$ cat src/hw/rtl/psns_pkg.sv
// Shared types and codes of the point store with nearest search.
package psns_pkg;

  // Item kinds.
  localparam logic [1:0] KIND_APPEND = 2'd0;
  localparam logic [1:0] KIND_QUERY  = 2'd1;
  localparam logic [1:0] KIND_CLEAR  = 2'd2;

  localparam int NEAR_IDX_W = 10;
  localparam int DIST_W     = 34;
  localparam int SQ_W       = 32;

  typedef struct packed {
    logic [1:0]         kind;
    logic signed [15:0] pos_x;
    logic signed [15:0] pos_y;
    logic signed [15:0] pos_z;
    logic signed [15:0] radius;
  } psns_item_t;

  typedef struct packed {
    logic                  found;
    logic [NEAR_IDX_W-1:0] near_index;
    logic signed [15:0]    near_x;
    logic signed [15:0]    near_y;
    logic signed [15:0]    near_z;
    logic signed [15:0]    near_radius;
    logic [DIST_W-1:0]     dist_squared;
    logic                  overflow;
  } psns_result_t;

  // One stored particle.
  typedef struct packed {
    logic signed [15:0] x;
    logic signed [15:0] y;
    logic signed [15:0] z;
    logic signed [15:0] radius;
  } psns_entry_t;

  typedef struct packed {
    logic signed [15:0] x;
    logic signed [15:0] y;
    logic signed [15:0] z;
  } psns_point_t;

  // Write-side commands to the particle store.
  typedef struct packed {
    logic        append;
    logic        clear;
    psns_entry_t entry;
  } psns_wr_t;

endpackage

$ cat src/hw/rtl/psns_scan.sv
// Scan sequencer and distance pipeline that tracks the nearest particle.
module psns_scan #(
  parameter int MAX_PARTICLES = 1024,
  localparam int IW = (MAX_PARTICLES > 1) ? $clog2(MAX_PARTICLES) : 1,
  localparam int CW = $clog2(MAX_PARTICLES + 1)
) (
  input  logic                  clk,
  input  logic                  rst_n,
  input  logic                  start,
  input  logic [CW-1:0]         count,
  input  psns_pkg::psns_point_t query,
  output logic                  rd_en,
  output logic [IW-1:0]         rd_addr,
  input  psns_pkg::psns_entry_t rd_data,
  output logic                  done,
  output logic [IW-1:0]         best_idx,
  output psns_pkg::psns_entry_t best_entry,
  output logic [psns_pkg::DIST_W-1:0] best_dist
);
  import psns_pkg::*;

  // Absolute difference of two signed coordinates, always fits 16 bits.
  function automatic logic [15:0] mag_diff(input logic signed [15:0] a,
                                           input logic signed [15:0] b);
    logic signed [16:0] d;
    logic signed [16:0] n;
    d = {a[15], a} - {b[15], b};
    n = -d;
    return d[16] ? n[15:0] : d[15:0];
  endfunction

  logic          active_r;
  logic [IW-1:0] addr_r;
  logic [IW-1:0] last_r;
  psns_point_t   q_r;
  logic [CW-1:0] count_m1;

  logic          s1_valid_r, s1_last_r;
  logic [IW-1:0] s1_idx_r;

  logic          s2_valid_r, s2_last_r;
  logic [IW-1:0] s2_idx_r;
  psns_entry_t   s2_entry_r;
  logic [SQ_W-1:0] s2_sqx_r, s2_sqy_r, s2_sqz_r;
  logic [15:0]   mx, my, mz;

  logic          s3_valid_r, s3_last_r;
  logic [IW-1:0] s3_idx_r;
  psns_entry_t   s3_entry_r;
  logic [DIST_W-1:0] s3_sum_r;

  logic          done_r;
  logic [IW-1:0] best_idx_r;
  psns_entry_t   best_entry_r;
  logic [DIST_W-1:0] best_dist_r;

  assign count_m1 = count - CW'(1);
  assign rd_en    = active_r;
  assign rd_addr  = addr_r;

  // Address sequencer: one memory read per cycle from entry zero to the last one.
  always_ff @(posedge clk) begin
    if (!rst_n) begin
      active_r <= 1'b0;
    end else if (start) begin
      active_r <= 1'b1;
    end else if (active_r && (addr_r == last_r)) begin
      active_r <= 1'b0;
    end
  end

  always_ff @(posedge clk) begin
    if (start) begin
      addr_r <= '0;
      last_r <= count_m1[IW-1:0];
      q_r    <= query;
    end else if (active_r) begin
      addr_r <= addr_r + IW'(1);
    end
  end

  // Stage one tags the read data as it leaves the memory.
  always_ff @(posedge clk) begin
    if (!rst_n) begin
      s1_valid_r <= 1'b0;
    end else begin
      s1_valid_r <= active_r;
    end
  end

  always_ff @(posedge clk) begin
    s1_last_r <= (addr_r == last_r);
    s1_idx_r  <= addr_r;
  end

  // Stage two squares the per-axis differences.
  assign mx = mag_diff(rd_data.x, q_r.x);
  assign my = mag_diff(rd_data.y, q_r.y);
  assign mz = mag_diff(rd_data.z, q_r.z);

  always_ff @(posedge clk) begin
    if (!rst_n) begin
      s2_valid_r <= 1'b0;
    end else begin
      s2_valid_r <= s1_valid_r;
    end
  end

  always_ff @(posedge clk) begin
    s2_last_r  <= s1_last_r;
    s2_idx_r   <= s1_idx_r;
    s2_entry_r <= rd_data;
    s2_sqx_r   <= {16'b0, mx} * {16'b0, mx};
    s2_sqy_r   <= {16'b0, my} * {16'b0, my};
    s2_sqz_r   <= {16'b0, mz} * {16'b0, mz};
  end

  // Stage three adds the squares.
  always_ff @(posedge clk) begin
    if (!rst_n) begin
      s3_valid_r <= 1'b0;
    end else begin
      s3_valid_r <= s2_valid_r;
    end
  end

  always_ff @(posedge clk) begin
    s3_last_r  <= s2_last_r;
    s3_idx_r   <= s2_idx_r;
    s3_entry_r <= s2_entry_r;
    s3_sum_r   <= DIST_W'(s2_sqx_r) + DIST_W'(s2_sqy_r) + DIST_W'(s2_sqz_r);
  end

  // Stage four keeps the best so far; strict compare keeps the earliest on ties.
  always_ff @(posedge clk) begin
    if (s3_valid_r && ((s3_idx_r == '0) || (s3_sum_r < best_dist_r))) begin
      best_idx_r   <= s3_idx_r;
      best_entry_r <= s3_entry_r;
      best_dist_r  <= s3_sum_r;
    end
  end

  always_ff @(posedge clk) begin
    if (!rst_n) begin
      done_r <= 1'b0;
    end else begin
      done_r <= s3_valid_r && s3_last_r;
    end
  end

  assign done       = done_r;
  assign best_idx   = best_idx_r;
  assign best_entry = best_entry_r;
  assign best_dist  = best_dist_r;

endmodule

$ cat config.mk
export PLATFORM = sky130hd
export DESIGN_NAME = psns_scan
export DESIGN_NICKNAME = d
export VERILOG_FILES = /design/src/hw/rtl/psns_pkg.sv /design/src/hw/rtl/psns_scan.sv
export SDC_FILE = /design/constraint.sdc
export NUM_CORES = 2
export LEC_CHECK = 0
export BUFFER_PORTS_ARGS = -buffer_cell sky130_fd_sc_hd__buf_4
export CAP_MARGIN = 20
export CORE_MARGIN = 2
export CORE_UTILIZATION = 40
export CTS_BUF_LIST = sky130_fd_sc_hd__clkbuf_4
export DETAILED_ROUTE_END_ITERATION = 6
export PLACE_DENSITY = 0.67
export SYNTH_ARGS = -nofsm -noshare
export SYNTH_HDL_FRONTEND = slang
export SYNTH_SLANG_ARGS = --single-unit
$ cat constraint.sdc
create_clock -name clk -period 11.3 [get_ports clk]
set_input_delay 1.13 -clock clk [delete_from_list [all_inputs] [get_ports clk]]
set_output_delay 1.13 -clock clk [all_outputs]
set_load 0.02 [all_outputs]
==> flow_metrics.tcl <==
set metrics [dict create \
    die-width_um 318 \
    synth-edff-count 166 \
    grt_max_degree 62 \
    synth_sequential_area_ratio_pct 28.1 \
    setup_viol 0 \
    tritoncts "done" \
    netlist_area_sq_um 39300 \
    outcome "finished clean" \
    floorplan.initialDensity_pct 40.1 \
    io_buffers 244 \
    fmax_mhz 103 \
    via_per_inst 4.87 \
    drt-initial-drc-count 1481 \
    largest_stage_delay_worst_path_ns 0.50 \
    max_slew.worst_pin.slew_ns 1.08 \
    first_global_vias 29200 \
    synth_top_flop_cell "sky130_fd_sc_hd__dfxtp_1" \
    synth.top_cells.by_area "sky130_fd_sc_hd__fa_1, sky130_fd_sc_hd__dfxtp_1, sky130_fd_sc_hd__ha_1" \
    async_sr_flop_fraction_pct 0 \
    rsz0062_at_grt "no" \
    synth_warnings 0 \
    rr_worst_depth 31 \
    cts-buffers-inserted 118 \
    hold_path_class "input pin to flop" \
    cts_hold_buffers 0 \
    timing.slew.headroom_pct 27.2 \
    fillCellCount 9269 \
    global_route.usage.total_pct 17.8 \
    max_cap_violations 0 \
    dr_total_vias 27700 \
    reg2reg_from "q_r[16]$_DFFE_PP_" \
    synth_top_cell_area_share_pct 26.6 \
    post-dp-hpwl_mm 71.8 \
    drt-total-wl_mm 87.8 \
    fp.coreArea_sq_um 98000 \
    finalNetCount 5343 \
    final.setup.tns_ns 0 \
    synth.avg_cell_area_sq_um 10.1 \
    drive_gt1_share_pct 12.6 \
    area_growth_pct 13.8 \
    route.detailed.wl_per_inst_um 15.4 \
    r2r_end "s2_sqy_r[30]$_DFF_P_" \
    post_cts.repair.setup_buffers 0 \
    timing.hold.worst_endpoint "s2_entry_r[6]$_DFF_P_" \
    path_delay_family "compound AO/OA/AOI/OAI gates" \
    ios 246 \
    floorplan.rows 115 \
    firstDrtPassIters 5 \
    startpoint_type "input pin" \
    cp-end-kind "flop" \
    final_util_pct 45.7 \
    critical_path.n_buffers_inverters 9 \
    antenna_left 0 \
    design.die.area_sq_um 101000 \
    worstHoldStart "rd_data[6]" \
    yosys.cell_types.count 92 \
    final.period_utilization_pct 85.5 \
    grt_antenna_before_repair 5 \
    clk_pin_slew_worst_paths_ns 0.07 \
    chipHeight_um 318 \
    tritoncts_num_sinks 469 \
    h-tree-depth 3 \
    timing.final.max_slew_violations 0 \
    cp_data_required_time_ns 12.08 \
    slowest_stage "sky130_fd_sc_hd__fa_1" \
    clk_path_buf_depth 3 \
    grt_first_pass_wirelength_mm 144 \
    skew_ns 0.0826 \
    clk_root_buffer_cell "sky130_fd_sc_hd__clkbuf_4" \
    grt_overflow 0 \
    critPathArrivalTime_ns 10.45 \
    gp_routability_congestion 0.887 \
    cts_repair_resize_count 0 \
    post-route-min-period_ns 9.67 \
    post-synth-top-area-cell "sky130_fd_sc_hd__fa_1" \
    ys_ff_latch 469 \
    worstSkewPairLatency_ns 0.92 \
    worst-r2r-setup-slack_ns 1.67 \
    path_class "input pin to flop" \
    timing.hold.worst_path_depth 1 \
    path_max_fanout 8 \
    number_of_design_rule_violations_left_after_detail_routing 0 \
    timing.final.hold_violations 0 \
    synthesis.instances 3904 \
]
==> state kept, by name, indices dropped and copies added, names as in the netlist, 10 cells and up <==
register,count
best_dist,34
best_entry,64
best_idx,10
last_r,10
q_r,48
rd_addr,10
s1_idx_r,10
s2_entry_r,64
s2_idx_r,10
s2_sqx_r,31
s2_sqy_r,31
s2_sqz_r,31
s3_entry_r,64
s3_idx_r,10
s3_sum_r,34
==> how the worst max path moves through the flow <==
| stage | slack [ns] | startpoint | cells past startpoint | to |
|---|---|---|---|---|
| final | 1.63 | rd_data[48] | 37 | s2_sqx_r[30]$_DFF_P_ |
| after global routing | 1.07 | q_r[16]$_DFFE_PP_ | 31 | s2_sqy_r[30]$_DFF_P_ |
| after CTS | 1.75 | q_r[32]$_DFFE_PP_ | 31 | s2_sqx_r[29]$_DFF_P_ |
| after detailed placement | 0.83 | rd_data[48] | 33 | s2_sqx_r[29]$_DFF_P_ |
| after global placement | 0.95 | rd_data[48] | 37 | s2_sqx_r[30]$_DFF_P_ |
| after floorplan | 0.92 | best_dist[1]$_DFFE_PP_ | 11 | best_dist[0]$_DFFE_PP_ |
==> stage by stage <==
stage | hold slack, ns | cell area [sq um] | cells | worst slack, ns
global route | 0.210 | 44800 | 5684 | 1.07
finish | 0.310 | 44800 | 5684 | 1.63
CTS | 0.177 | 44700 | 5678 | 1.75
floorplan | 0.310 | 39300 | 3906 | 0.917
global placement | 0.310 | 43100 | 5456 | 0.946
detailed placement | 0.312 | 43100 | 5456 | 0.829
==> cell usage after synthesis, drive strengths merged, types with 17 or more instances <==
master / instances
fa: 523
nand3: 39
nand2: 233
ha: 405
clkbuf: 41
and3: 20
inv: 873
o21bai: 21
a21oi: 136
edfxtp: 166
xnor2: 145
xor2: 76
dfxtp: 303
o21a: 32
nor2b: 24
a21o: 68
nor3: 50
a31oi: 18
o21ai: 96
or2: 17
nand2b: 48
nand4: 19
nor2: 333
==> kinds of logic after synthesis <==
group,Yosys count,share of synthesized area [%]
compound gates,503,8.51
xor+xnor,222,5.04
fa+ha+maj,928,39.5
buf+inv,932,8.94
flops,469,28.1
mux,7,0.188
other cells,1,0.00953
simple gates,842,9.71
==> worst reg2reg max path, delay by kind of cell (launching register included) <==
kind            cells  cell delay (ns)
xor+xnor            2             0.32
compound gates     13             3.34
buf+inv             3             0.63
fa+ha+maj           9             3.93
simple gates        4             0.86
flops               1             0.45
==> metal layers <==
metal	global-route usage [%]	part of all wire [%]	up-vias	wire length, um
li1	-	-	13300	-
met1	23.0	44	13500	38600
met2	30.0	48	700	41800
met3	3.53	6.0	144	5270
met4	5.69	2.4	2	2080
met5	0	0.015	-	13
==> placed cells by master (no fill, tap or decap), types with 11 or more instances in the layout <==
master / synthesis / layout
sky130_fd_sc_hd__nor3_1: 50 / 50
sky130_fd_sc_hd__o21a_1: 32 / 32
sky130_fd_sc_hd__nand4_1: 19 / 19
sky130_fd_sc_hd__a21o_1: 68 / 68
sky130_fd_sc_hd__clkbuf_4: 0 / 170
sky130_fd_sc_hd__o21ai_0: 91 / 90
sky130_fd_sc_hd__a21oi_1: 136 / 136
sky130_fd_sc_hd__or3_1: 16 / 16
sky130_fd_sc_hd__nand2b_1: 47 / 47
sky130_fd_sc_hd__nor2b_1: 24 / 24
sky130_fd_sc_hd__inv_1: 866 / 866
sky130_fd_sc_hd__nand3_1: 39 / 39
sky130_fd_sc_hd__a31oi_1: 17 / 17
sky130_fd_sc_hd__dfxtp_1: 303 / 303
sky130_fd_sc_hd__clkinv_1: 14 / 45
sky130_fd_sc_hd__xor2_1: 75 / 75
sky130_fd_sc_hd__nor2_1: 333 / 333
sky130_fd_sc_hd__and3_1: 20 / 20
sky130_fd_sc_hd__ha_1: 405 / 405
sky130_fd_sc_hd__or2_2: 16 / 16
sky130_fd_sc_hd__buf_4: 0 / 308
sky130_fd_sc_hd__nand2_1: 233 / 233
sky130_fd_sc_hd__fa_1: 523 / 523
sky130_fd_sc_hd__a211oi_1: 15 / 15
sky130_fd_sc_hd__edfxtp_1: 166 / 166
sky130_fd_sc_hd__xnor2_1: 143 / 143
sky130_fd_sc_hd__o31ai_1: 11 / 11
sky130_fd_sc_hd__o211ai_1: 11 / 11
sky130_fd_sc_hd__o21bai_1: 21 / 21
==> final cells by class <==
class / instances / area, sq um / area share [%]
clock inverter: 52 / 387 / 0.864
tap: 1287 / 1610 / 3.60
clock buffer: 170 / 1280 / 2.85
inverter: 887 / 3330 / 7.44
timing repair buffer: 308 / 2310 / 5.17
antenna: 6 / 15.0 / 0.0335
sequential: 469 / 11100 / 24.7
multi-input combinational: 2505 / 24800 / 55.4
Power is left out: the tool's default activity adds up to more than one toggle a clock period on the data nets, which glitch-free logic cannot reach.
